[src/design/tps_pkg.sv]
// Shared types, register codes and constants for the triangle plane slicer.
`timescale 1ns / 1ps
`default_nettype none
package tps_pkg;

	// input transaction: three vertices, Q16.16
	typedef struct packed {
		logic signed [31:0] v0_x;
		logic signed [31:0] v0_y;
		logic signed [31:0] v0_z;
		logic signed [31:0] v1_x;
		logic signed [31:0] v1_y;
		logic signed [31:0] v1_z;
		logic signed [31:0] v2_x;
		logic signed [31:0] v2_y;
		logic signed [31:0] v2_z;
	} tri_t;

	// output transaction: segment end points, Q16.16
	typedef struct packed {
		logic signed [31:0] start_x;
		logic signed [31:0] start_y;
		logic signed [31:0] start_z;
		logic signed [31:0] end_x;
		logic signed [31:0] end_y;
		logic signed [31:0] end_z;
	} seg_t;

	// register map
	typedef enum logic [2:0] {
		REG_PLANE_A,
		REG_PLANE_B,
		REG_PLANE_C,
		REG_PLANE_D,
		REG_EPSILON
	} cfg_reg_t;

	localparam logic signed [31:0] PLANE_C_RESET = 32'sd1073741824;

	// widths: distance Q20.32 fits in 52 bits, edge sum in 53
	localparam int DIST_W  = 52;
	localparam int DEN_W   = DIST_W + 1;
	localparam int SH_W    = $clog2(DEN_W - 32 + 1);
	localparam int T_W     = 31;
	localparam int DIV_STEPS = T_W;

	// stage counts of each part
	localparam int DIST_STAGES  = 2;
	localparam int EDGE_STAGES  = 2;
	localparam int MERGE_STAGES = 7;
	localparam int LATENCY = DIST_STAGES + EDGE_STAGES + DIV_STEPS + MERGE_STAGES;

	typedef logic signed [DIST_W-1:0] dist_t;

	// point as x,y,z at index 0,1,2
	typedef logic [2:0][31:0] pt_t;

	// edge end vertices, edges in order 01, 12, 02
	localparam logic [1:0] EDGE_LO [3] = '{2'd0, 2'd1, 2'd0};
	localparam logic [1:0] EDGE_HI [3] = '{2'd1, 2'd2, 2'd2};

	// per-triangle context carried alongside the divider
	typedef struct packed {
		tri_t       verts;
		logic [2:0] tested;
		logic [2:0] on;
	} ctx_t;

	function automatic pt_t vtx(tri_t t, logic [1:0] k);
		pt_t p;
		case (k)
			2'd0: begin
				p[0] = t.v0_x; p[1] = t.v0_y; p[2] = t.v0_z;
			end
			2'd1: begin
				p[0] = t.v1_x; p[1] = t.v1_y; p[2] = t.v1_z;
			end
			default: begin
				p[0] = t.v2_x; p[1] = t.v2_y; p[2] = t.v2_z;
			end
		endcase
		return p;
	endfunction

endpackage
`default_nettype wire

[src/design/tps_edge.sv]
// Edge crossing tests and divisor normalisation, two pipeline stages.
`timescale 1ns / 1ps
`default_nettype none
module tps_edge (
	input  logic           clk,
	input  logic           en,
	input  tps_pkg::dist_t dists [3],
	input  tps_pkg::tri_t  verts,
	input  logic [15:0]    eps,
	output logic [31:0]    num_n [3],
	output logic [31:0]    den_n [3],
	output tps_pkg::ctx_t  ctx
);
	import tps_pkg::*;

	dist_t             e_c;
	logic [2:0]        on_c;
	logic [2:0]        tested_c;
	logic [DIST_W-1:0] mag_c [3];
	logic [DEN_W-1:0]  den_c [3];

	logic [DIST_W-1:0] num_s3 [3];
	logic [DEN_W-1:0]  den_s3 [3];
	logic [2:0]        tested_s3;
	logic [2:0]        on_s3;
	tri_t              verts_s3;

	logic [SH_W-1:0]   sh_c [3];
	logic [31:0]       num_s4 [3];
	logic [31:0]       den_s4 [3];
	ctx_t              ctx_s4;

	// stage 3: on-plane flags, edge tests, magnitudes
	always_comb begin
		e_c = $signed({{(DIST_W-32){1'b0}}, eps, 16'b0});
		for (int v = 0; v < 3; v++) begin
			on_c[v]  = (dists[v] <= e_c) && (dists[v] >= -e_c);
			mag_c[v] = dists[v][DIST_W-1] ? DIST_W'(-dists[v]) : DIST_W'(dists[v]);
		end
		for (int k = 0; k < 3; k++) begin
			tested_c[k] = ((dists[EDGE_LO[k]] <= e_c) && (dists[EDGE_HI[k]] >= -e_c))
				|| ((dists[EDGE_LO[k]] >= -e_c) && (dists[EDGE_HI[k]] <= e_c));
			den_c[k] = {1'b0, mag_c[EDGE_LO[k]]} + {1'b0, mag_c[EDGE_HI[k]]};
		end
	end

	always_ff @(posedge clk) begin
		if (en) begin
			for (int k = 0; k < 3; k++) begin
				num_s3[k] <= mag_c[EDGE_LO[k]];
				den_s3[k] <= den_c[k];
			end
			tested_s3 <= tested_c;
			on_s3     <= on_c;
			verts_s3  <= verts;
		end
	end

	// stage 4: shift both operands until the divisor fits 32 bits
	always_comb begin
		for (int k = 0; k < 3; k++) begin
			sh_c[k] = '0;
			for (int b = 0; b < DEN_W - 32; b++) begin
				if (den_s3[k][32+b]) sh_c[k] = SH_W'(b + 1);
			end
		end
	end

	always_ff @(posedge clk) begin
		if (en) begin
			for (int k = 0; k < 3; k++) begin
				num_s4[k] <= 32'(num_s3[k] >> sh_c[k]);
				den_s4[k] <= 32'(den_s3[k] >> sh_c[k]);
			end
			ctx_s4.verts  <= verts_s3;
			ctx_s4.tested <= tested_s3;
			ctx_s4.on     <= on_s3;
		end
	end

	assign num_n = num_s4;
	assign den_n = den_s4;
	assign ctx   = ctx_s4;

endmodule
`default_nettype wire

[config.mk]
export PLATFORM = sky130hd
export DESIGN_NAME = tps_edge
export DESIGN_NICKNAME = d
export VERILOG_FILES = /design/src/design/tps_pkg.sv /design/src/design/tps_edge.sv
export SDC_FILE = /design/constraint.sdc
export NUM_CORES = 2
export LEC_CHECK = 0
export BUFFER_PORTS_ARGS = -buffer_cell sky130_fd_sc_hd__buf_2
export CAP_MARGIN = 20
export CORE_MARGIN = 10
export CORE_UTILIZATION = 30
export DETAILED_ROUTE_END_ITERATION = 12
export PLACE_DENSITY = 0.47
export SETUP_SLACK_MARGIN = 0.05
export SLEW_MARGIN = 20
export SYNTH_ARGS = -nofsm -noshare
export SYNTH_HDL_FRONTEND = slang
export SYNTH_SLANG_ARGS = --single-unit
[constraint.sdc]
create_clock -name clk -period 6.9 [get_ports clk]
set_clock_uncertainty 0.05 [all_clocks]
set_input_delay 0 -clock clk [delete_from_list [all_inputs] [get_ports clk]]
set_output_delay 0 -clock clk [all_outputs]
set_load 0.005 [all_outputs]
==> flow_summary.toml <==
[timing]
rsz0062_at_grt = "false"
relSlewSlack_pct = 25.3
setup_tns_ns = 0
clock.fmax_mhz = 162
tightestPinTransition_ns = 1.11
slew_viol_final = 0
worst_slack_ns = 0.717
fin_crit_sh_pct = 89.6
setup_viol = 0
timing.final.crit_period_ns = 6.18
finalHoldViolCount = 0

[clock_network]
clkTransAtPathRegs_ns = 0.06
cts_root_buf = "clkbuf_16"
numCtsBuffers = 120
cts_setup_buffers = 0
cts_max_level = 3
cts_tree = "yes"
clock_sinks = 1043
clkLatencyLatePin_ns = 0.78
cts_buffer_depth = 3

[power_and_ir_drop]
vdd_drop_max_mv = 0.246
p_per_area_mw_per_mm2 = 293
p_leak_nw = 32.3

[floorplan]
fp-row-count = 166
fp.dieH_um = 473
initial_core_util_pct = 30.1
ios = 948
dieArea_mm2 = 0.224
core_mm2 = 0.204
die_w_um = 473

[global_route]
antenna_found_initial = 58
grt_pass1_vias = 50665
grt_start_max_net_pins = 186
grt_usage_pct = 23.6
overflow = 0
grt_pass1_wl_mm = 384

[critical_path]
cp_slowest_cell = "or4_1"
path_buf_inv = 2
critPathRequiredTime_ns = 7.38
critPathTopFamily = "compound AO/OA/AOI/OAI gates"
cp_max_fo = 6
end_kind = "flip-flop"
arrival_ns = 6.66
critPathMaxStageDelay_ns = 0.67
crit_chain = "dlygate4sd3_1, buf_2, nor4_2, nand4_1, or4_1, or4_1, or4_1, o41ai_1, xnor2_1, ha_1, a21o_1, a21o_1, a2111oi_0, o41ai_1, a22oi_1, a31oi_1, o21ai_0, o31ai_1, a21boi_0, xnor2_1"
path_class = "in2reg"
start_kind = "primary input"
crit_top_cell = "or4_1"

[yosys]
syn_area_mm2 = 0.0615
ys_warn_count = 0
synth_edf_count = 1043
async_flop_share_pct = 0
synth.net_count = 5982
ys_ff_latch = 1043
ys.flop_type = "edfxtp_1"
synth_cell_types = 87
syn_inst = 5200
synth_area_leaders = "edfxtp_1 (51%), mux2i_1 (8.9%), ha_1 (6.4%), xnor2_1 (3.5%), a21oi_1 (2.9%)"
syn_area_per_cell_um2 = 11.8
synth.top_cell.area_share_pct = 50.9
yosysTopAreaCell = "edfxtp_1"
yosysSeqAreaShare_pct = 50.9

[routing]
vias = 51843
drc = 0
vias_per_cell = 5.37
totalWireLength_mm = 278
wl_per_cell_um = 28.8
dr.pass1.iters = 6
final_antenna_net_count = 0
first_iter_violations = 5434

[min_path]
worstHoldPathType = "in2reg"

[job]
maxCapViolCount = 0

[final_layout]
n_fill_cell = 19864
layout_common_cells = "edfxtp_1 (1043), buf_2 (946), dlygate4sd3_1 (723)"
final_cells = 9658
finalNetCount = 7625
syn_to_final_growth_pct = 31.9
layout-drive-gt1-share_pct = 21.0
layout_commonest_cell = "edfxtp_1"

[outcome]
status = "complete, no violations"

[place]
preCtsSetupSlack_ns = 0.572
io_buffers = 947
place_congestion = 0.919
placed_cells = 8686
dpl.hpwl_mm = 225
[synthesized netlist by cell type (28+ instances only)]
| cell | instances |
|---|---|
| a211oi_1 | 49 |
| o31ai_1 | 61 |
| mux2i_1 | 547 |
| nand3_1 | 109 |
| o21bai_1 | 29 |
| buf_1 | 48 |
| nor3_1 | 111 |
| edfxtp_1 | 1043 |
| inv_1 | 98 |
| a21oi_1 | 354 |
| nor2b_1 | 37 |
| mux4_2 | 70 |
| a22o_1 | 54 |
| nand4_1 | 44 |
| o21a_1 | 52 |
| or3_1 | 32 |
| o21ai_0 | 246 |
| a31oi_1 | 44 |
| nand2b_1 | 48 |
| a21o_1 | 94 |
| ha_1 | 317 |
| and3_1 | 28 |
| o41ai_1 | 28 |
| a221oi_1 | 32 |
| xnor2_1 | 249 |
| mux2_2 | 82 |
| nand2_1 | 382 |
| o22ai_1 | 46 |
| nor2_1 | 265 |
| or4_1 | 29 |
| xor2_1 | 45 |
| clkbuf_1 | 199 |
| nor4_1 | 33 |
[layout make-up]
cell class              instances  area [um^2]  area share (%)
repair buffers               1773        12800            15.8
multi-input cells            3806        29100            35.8
inverters                      99          372           0.458
well taps                    2688         3360            4.15
clock buffers                 135         3060            3.77
flip-flops and latches       1043        31300            38.6
diodes                         26         65.1          0.0802
clock inverters                88         1020            1.26
[sequential cells by signal, summed over array words and instances (netlist names)]
signal,cells
den_s3,159
on_s3,3
tested_s3,3
ctx,294
den_n,96
verts_s3,288
num_n,96
num_s3,104
[what timing repair did]
| action | CTS | global route |
|---|---|---|
| hold endpoints to repair | 478 | 0 |
| gates resized for setup | 0 | 0 |
| hold buffers | 723 | 0 |
[cells by family (layout without fill, tap and decap cells)]
group | count (synthesis) | in the layout | share of synthesized area (%)
AOI/OAI and AO/OA | 1293 | 1293 | 13.8
xor gates and xnor gates | 294 | 294 | 4.19
adders and majority gates | 320 | 320 | 6.55
and+or+nand+nor | 1200 | 1200 | 9.41
DFF | 1043 | 1043 | 50.9
buffers and inverters | 351 | 2095 | 2.16
other | 0 | 26 | 0
muxes | 699 | 699 | 13.0
[path summary, 6_finish.rpt]
check                       from             end  slack [ns]  depth (start not counted)
setup / recovery      dists[110]  den_s3[0][155]        0.72                         20
setup reg to reg  den_s3[0][158]       num_n[21]        2.20                          9
hold / removal        verts[179]   verts_s3[179]        0.06                          2
hold reg to reg    verts_s3[269]        ctx[275]        0.33                          0
[through the flow]
stage | hold WS (ns) | util, % | cell area, um^2 | total power [W]
after global placement | 0.126 | 34.1 | 69700 | 0.0168
after detailed placement | 0.128 | 34.1 | 69700 | 0.0169
after CTS | 0.00349 | 39.7 | 81000 | 0.0239
after global routing | 0.0221 | 39.7 | 81100 | 0.0249
after floorplan | 0.0489 | - | 61500 | 0.0134
final | 0.0598 | 39.7 | 81100 | 0.0238
[report_power, final]
part | internal (W) | leakage, nW | total, W | switching [W]
sequential | 0.00824 | 10.2 | 0.00902 | 0.000778
clock | 0.00378 | 1.95 | 0.00661 | 0.00284
combinational | 0.00325 | 20.2 | 0.00815 | 0.00490
[per-layer routing]
metal	vias up	routed length (um)	part of all wire, %	global-route usage, %
li1	23591	-	-	-
met1	25665	107000	38	28.1
met2	2139	140000	50	41.5
met3	446	18400	6.6	4.13
met4	2	13300	4.8	10.3
met5	-	12	0.0043	0
Power figures use the tool's default switching activity.
