--- config.mk ---
export PLATFORM = sky130hd
export DESIGN_NAME = tps_div
export DESIGN_NICKNAME = d
export VERILOG_FILES = /design/src/design/tps_pkg.sv /design/src/design/tps_div.sv
export SDC_FILE = /design/constraint.sdc
export NUM_CORES = 2
export LEC_CHECK = 0
export BUFFER_PORTS_ARGS = -buffer_cell sky130_fd_sc_hd__clkbuf_2
export CAP_MARGIN = 30
export CORE_AREA = 2 2 445 447
export DETAILED_ROUTE_END_ITERATION = 7
export DIE_AREA = 0 0 447 449
export PLACE_DENSITY = 0.82
export SLEW_MARGIN = 20
export SYNTH_ARGS = -nofsm -noshare
export SYNTH_HDL_FRONTEND = slang
export SYNTH_SLANG_ARGS = --single-unit
--- constraint.sdc ---
create_clock -name clk -period 6.9 [get_ports clk]
set_input_delay 1.38 -clock clk [delete_from_list [all_inputs] [get_ports clk]]
set_output_delay 1.38 -clock clk [all_outputs]
set_load 0.02 [all_outputs]
--- src/design/tps_pkg.sv ---
// Shared types, register codes and constants for the triangle plane slicer.
`timescale 1ns / 1ps
`default_nettype none
package tps_pkg;

	// input transaction: three vertices, Q16.16
	typedef struct packed {
		logic signed [31:0] v0_x;
		logic signed [31:0] v0_y;
		logic signed [31:0] v0_z;
		logic signed [31:0] v1_x;
		logic signed [31:0] v1_y;
		logic signed [31:0] v1_z;
		logic signed [31:0] v2_x;
		logic signed [31:0] v2_y;
		logic signed [31:0] v2_z;
	} tri_t;

	// output transaction: segment end points, Q16.16
	typedef struct packed {
		logic signed [31:0] start_x;
		logic signed [31:0] start_y;
		logic signed [31:0] start_z;
		logic signed [31:0] end_x;
		logic signed [31:0] end_y;
		logic signed [31:0] end_z;
	} seg_t;

	// register map
	typedef enum logic [2:0] {
		REG_PLANE_A,
		REG_PLANE_B,
		REG_PLANE_C,
		REG_PLANE_D,
		REG_EPSILON
	} cfg_reg_t;

	localparam logic signed [31:0] PLANE_C_RESET = 32'sd1073741824;

	// widths: distance Q20.32 fits in 52 bits, edge sum in 53
	localparam int DIST_W  = 52;
	localparam int DEN_W   = DIST_W + 1;
	localparam int SH_W    = $clog2(DEN_W - 32 + 1);
	localparam int T_W     = 31;
	localparam int DIV_STEPS = T_W;

	// stage counts of each part
	localparam int DIST_STAGES  = 2;
	localparam int EDGE_STAGES  = 2;
	localparam int MERGE_STAGES = 7;
	localparam int LATENCY = DIST_STAGES + EDGE_STAGES + DIV_STEPS + MERGE_STAGES;

	typedef logic signed [DIST_W-1:0] dist_t;

	// point as x,y,z at index 0,1,2
	typedef logic [2:0][31:0] pt_t;

	// edge end vertices, edges in order 01, 12, 02
	localparam logic [1:0] EDGE_LO [3] = '{2'd0, 2'd1, 2'd0};
	localparam logic [1:0] EDGE_HI [3] = '{2'd1, 2'd2, 2'd2};

	// per-triangle context carried alongside the divider
	typedef struct packed {
		tri_t       verts;
		logic [2:0] tested;
		logic [2:0] on;
	} ctx_t;

	function automatic pt_t vtx(tri_t t, logic [1:0] k);
		pt_t p;
		case (k)
			2'd0: begin
				p[0] = t.v0_x; p[1] = t.v0_y; p[2] = t.v0_z;
			end
			2'd1: begin
				p[0] = t.v1_x; p[1] = t.v1_y; p[2] = t.v1_z;
			end
			default: begin
				p[0] = t.v2_x; p[1] = t.v2_y; p[2] = t.v2_z;
			end
		endcase
		return p;
	endfunction

endpackage
`default_nettype wire

--- src/design/tps_div.sv ---
// Pipelined restoring divider: one quotient bit per stage, t = num*2^30/den.
`timescale 1ns / 1ps
`default_nettype none
module tps_div (
	input  logic                  clk,
	input  logic                  en,
	input  logic [31:0]           num,
	input  logic [31:0]           den,
	output logic [tps_pkg::T_W-1:0] q
);
	import tps_pkg::*;

	logic [31:0]    rem_s [DIV_STEPS];
	logic [31:0]    dvs_s [DIV_STEPS];
	logic [T_W-1:0] quo_s [DIV_STEPS];

	for (genvar k = 0; k < DIV_STEPS; k++) begin : g_step
		logic [32:0]    rin;
		logic [31:0]    dvs_in;
		logic [T_W-1:0] quo_in;
		logic           ge;

		// first step compares the bare numerator, later ones shift in a zero
		if (k == 0) begin : g_first
			assign rin    = {1'b0, num};
			assign dvs_in = den;
			assign quo_in = '0;
		end else begin : g_next
			assign rin    = {rem_s[k-1], 1'b0};
			assign dvs_in = dvs_s[k-1];
			assign quo_in = quo_s[k-1];
		end

		assign ge = rin >= {1'b0, dvs_in};

		always_ff @(posedge clk) begin
			if (en) begin
				rem_s[k] <= ge ? 32'(rin - {1'b0, dvs_in}) : 32'(rin);
				dvs_s[k] <= dvs_in;
				quo_s[k] <= quo_in | (ge ? (T_W'(1) << (T_W - 1 - k)) : T_W'(0));
			end
		end
	end

	assign q = quo_s[DIV_STEPS-1];

endmodule
`default_nettype wire

==> results.txt <==
----------------------------------------------------
[Power]
  PD cells ... roughly 500 nW/um^2
  Cell leakage power ... 60.46 nW
  Switching power ... 0.02785 W
  Logic pwr share ... approximately 47%
  Proportion of power drawn by the clock network ... 19.5%
  Internal Power ... roughly 0.045 W
  Maximum vdd ir drop ... 0.3364 mV
  Part of the power in registers ... around 34%
  Switching share of power ... between 30% and 40%

[Clocking]
  Maximum number of buffers from clock root to sink ... 4
  CTS clk-pin slew, worst paths ... about 0.060 ns
  Cell chosen for the clock root ... sky130_fd_sc_hd__clkbuf_16
  Hold buffer count at cts ... 0
  Clock buffer count from CTS ... 277
  TritonCTS clock tree ... done
  Source-to-sink clock delay at the later pin of the worst-skew pair ... approximately 0.93 ns
  Post-CTS repair timing setup buffer count ... 0
  Post_cts resized ... 0
  Clock H-tree levels ... 5
  Clock sink count ... roughly 2,400

[Worst hold path]
  Worst hold path cell count ... 0
  Worst min-delay path class ... register to register
  Beginning of the worst hold path ... quo_s[1][86]$_DFFE_PP_
  Capture endpoint of the worst hold path ... quo_s[1][117]$_DFFE_PP_

[Floorplanning]
  Die area ... about 200,000 um^2
  Vertical die dimension ... about 450 um
  Std-Cell Rows ... 163
  Starting density of the core ... between 60% and 70%
  Width of the die ... 447 um
  Area of the core ... about 200,000 um^2
  Number of top-level pins ... slightly below 100

[Worst setup path]
  CP Data Arrival Time ... around 5.7 ns
  Type of the worst setup path ... register to register
  Reg-to-reg critical path endpoint ... rem_s[0][103]$_DFFE_PP_
  Launching element type of the critical path ... register
  Depth of the worst register-to-register path ... 14
  Required @ worst endpoint ... 7.55 ns
  Minimum setup slack among reg-to-reg paths ... about 1.9 ns
  Worst-path maximum fanout ... 40
  Start of the worst register-to-register path ... dvs_s[0][65]$_DFFE_PP_
  Sort of element at the end of the critical path ... register

[Detailed routing]
  Routed vias/inst ... approximately 6.3
  Vias ... 92,411
  First-pass DRT Iterations ... 8
  Antenna viol nets, final ... 0
  Total wire length ... 332,200 um
  DRC marker count from the first detailed-route iteration ... 9,886
  # DRC ... 4
  Average routed wire per standard cell ... between 20 and 25 um

[STA]
  Worst-Margin Slew ... approximately 1.2 ns
  Fmax ... slightly below 0.2 GHz
  Final setup violation count ... 0
  Worst clock skew ... between 0.05 and 0.06 ns
  Final hold vios ... 0
  Setup TNS after final layout ... 0 ns
  Final clock period utilization by the worst path ... between 70% and 80%
  Final hold slack ... 0.3842 ns
  RSZ-0062 raised after global routing ... no
  Final count of pins violating max slew ... 0
  Tmin final ... approximately 5 ns
  Max transition margin ... 20.02%

[Yosys]
  Synth area leader ... sky130_fd_sc_hd__edfxtp_1
  Yosys warns ... 0
  Asr flop ratio synth ... 0%
  Syn_nets ... ~13,000
  Synthesized instance count ... roughly 12,000
  Post-synth cell types ... between 90 and 100
  Post-synthesis sequential element count ... approximately 2,400
  Per-instance average area after synthesis ... about 12 um^2
  Post-Syn Area ... ~130,000 um^2
  Share of Yosys cell area claimed by the top area cell type ... a little over half
  Post-synth EDFFs ... approximately 2,400
  Sequential fraction of the synthesis area ... 53.99%
  Most area-consuming cells after synthesis ... sky130_fd_sc_hd__edfxtp_1, sky130_fd_sc_hd__ha_1, sky130_fd_sc_hd__mux2_2
  Most used flip-flop cell after synthesis ... sky130_fd_sc_hd__edfxtp_1

[Placed design]
  Placer's final routability congestion estimate ... 0.9634
  Post-DP HPWL ... 240,100 um
  Number of instances in the placed design ... between 10,000 and 15,000
  Count of input and output buffers ... 96

[Layout]
  # nets final ... approximately 13,000
  FILL cells ... between 10,000 and 15,000
  Area delta synth->final ... 9.146%
  Commonest cells after routing, fill and taps aside ... sky130_fd_sc_hd__edfxtp_1, sky130_fd_sc_hd__inv_1, sky130_fd_sc_hd__ha_1
  Share of cells above drive strength 1 ... 9.483%
  Post-route non-filler standard cell count ... 14,652
  Most common cell after layout, fill and taps aside ... sky130_fd_sc_hd__edfxtp_1

[Job]
  Max-cap viol count ... 0

[Run status]
  Failing checks ... design-rule violations
  Result of the run ... finished, violations left

[GRT]
  First-pass GRT wire length ... 514,600 um
  Initial antenna violation count ... 5
  GR Util All Layers ... between 30% and 40%
  Pin count of the biggest net entering global routing ... 194
  Vias in the first global route ... approximately 92,000
  GRT overflow ... 0

----------------------------------------------------
-- layout make-up --
cell class / count / area [um^2] / share of cell area [%]
Sequential cell: 2416 / 72550 / 49.47
Multi-Input combinational cell: 7745 / 56410 / 38.46
Clock inverter: 135 / 1275 / 0.8693
Clock buffer: 332 / 7330 / 4.997
Tap cell: 2640 / 3303 / 2.252
Inverter: 1220 / 4579 / 3.122
Antenna cell: 1 / 2.502 / 0.001706
Timing Repair Buffer: 163 / 1214 / 0.8275
-- cells in the mapped netlist, drive strengths merged (38+ instances only) --
cell and n:
o31ai 61, a21oi 924, o21a 140, clkbuf 171, nor2b 151, mux2 500, o21ai 708, nand4 137
nand2 744, xnor2 481, xor2 334, a211oi 82, inv 1220, buf 78, nor2 632, o21bai 91
o211ai 58, or3 38, nand2b 137, ha 991, nand3 171, edfxtp 2416, a31oi 96, and3 91
a21o 493, nor3 106, nor4 40
-- kinds of logic (layout without fill, tap and decap cells) --
logic type / after synthesis / count (layout) / synth area share, %
multiplexers: 524 / 524 / 4.400
AND/OR/NAND/NOR: 2382 / 2382 / 8.364
flip-flops: 2416 / 2416 / 53.99
buffers and inverters: 1469 / 1850 / 4.196
AO/OA/AOI/OAI: 3003 / 3003 / 14.06
XOR/XNOR: 815 / 815 / 5.312
other: 0 / 1 / 0
adder cells (fa/ha/maj): 1021 / 1021 / 9.674
-- worst max-delay path by stage --
stage / startpoint / end / slack, ns
floorplan: den[2] / rem_s[0][10]$_DFFE_PP_ / 2.54
global placement: num[0] / rem_s[0][4]$_DFFE_PP_ / 1.75
detailed placement: num[0] / rem_s[0][10]$_DFFE_PP_ / 1.78
CTS: dvs_s[0][65]$_DFFE_PP_ / rem_s[0][119]$_DFFE_PP_ / 2.05
global route: dvs_s[0][65]$_DFFE_PP_ / rem_s[0][103]$_DFFE_PP_ / 1.79
finish: dvs_s[0][65]$_DFFE_PP_ / rem_s[0][103]$_DFFE_PP_ / 1.86
-- stage by stage --
step | total power, W | worst slack, ns | instance area [um^2] | util (%)
floorplan | 0.04915 | 2.537 | 134400 | -
global placement | 0.05667 | 1.749 | 138000 | 70.32
detailed placement | 0.05795 | 1.776 | 138000 | 70.36
CTS | 0.07276 | 2.050 | 146600 | 74.74
global route | 0.07731 | 1.791 | 146700 | 74.75
finish | 0.07317 | 1.857 | 146700 | 74.76
-- sequential cells by signal (all words and copies together) (netlist names) --
| name | flops |
|---|---|
| quo_s | 496 |
| dvs_s | 960 |
| rem_s | 960 |
-- metal layers --
metal | vias up | GRT usage, % | part of all wire [%]
met4 | 6 | 14.70 | 5.1
li1 | 43020 | - | -
met2 | 3709 | 54.69 | 48
met3 | 920 | 4.457 | 6.4
met1 | 44756 | 42.62 | 40
met5 | - | 0 | 0.011
-- power groups by stage --
stage	registers (W)	clock network [W]	logic, W
2_1_floorplan	0.0234	0	0.0258
3_3_place_gp	0.0248	0	0.0319
3_5_place_dp	0.0248	0	0.0331
4_1_cts	0.0246	0.0144	0.0337
5_1_grt	0.0249	0.0149	0.0374
6_report	0.0247	0.0143	0.0342
-- worst max-delay path: stages, from the launching register on --
cell and delay, ns:
sky130_fd_sc_hd__edfxtp_1 0.41, sky130_fd_sc_hd__inv_1 0.07, sky130_fd_sc_hd__ha_1 0.30, sky130_fd_sc_hd__nor2b_1 0.15
sky130_fd_sc_hd__o21ai_0 0.12, sky130_fd_sc_hd__a21boi_0 0.40, sky130_fd_sc_hd__o211ai_1 0.22, sky130_fd_sc_hd__a2111oi_0 1.01
sky130_fd_sc_hd__buf_4 0.25, sky130_fd_sc_hd__o21a_1 0.19, sky130_fd_sc_hd__a221oi_1 0.17, sky130_fd_sc_hd__nand2b_1 0.24
sky130_fd_sc_hd__a21oi_4 0.35, sky130_fd_sc_hd__buf_4 0.47, sky130_fd_sc_hd__mux2_2 0.39
Note: power is estimated with default switching activity, not from simulation.
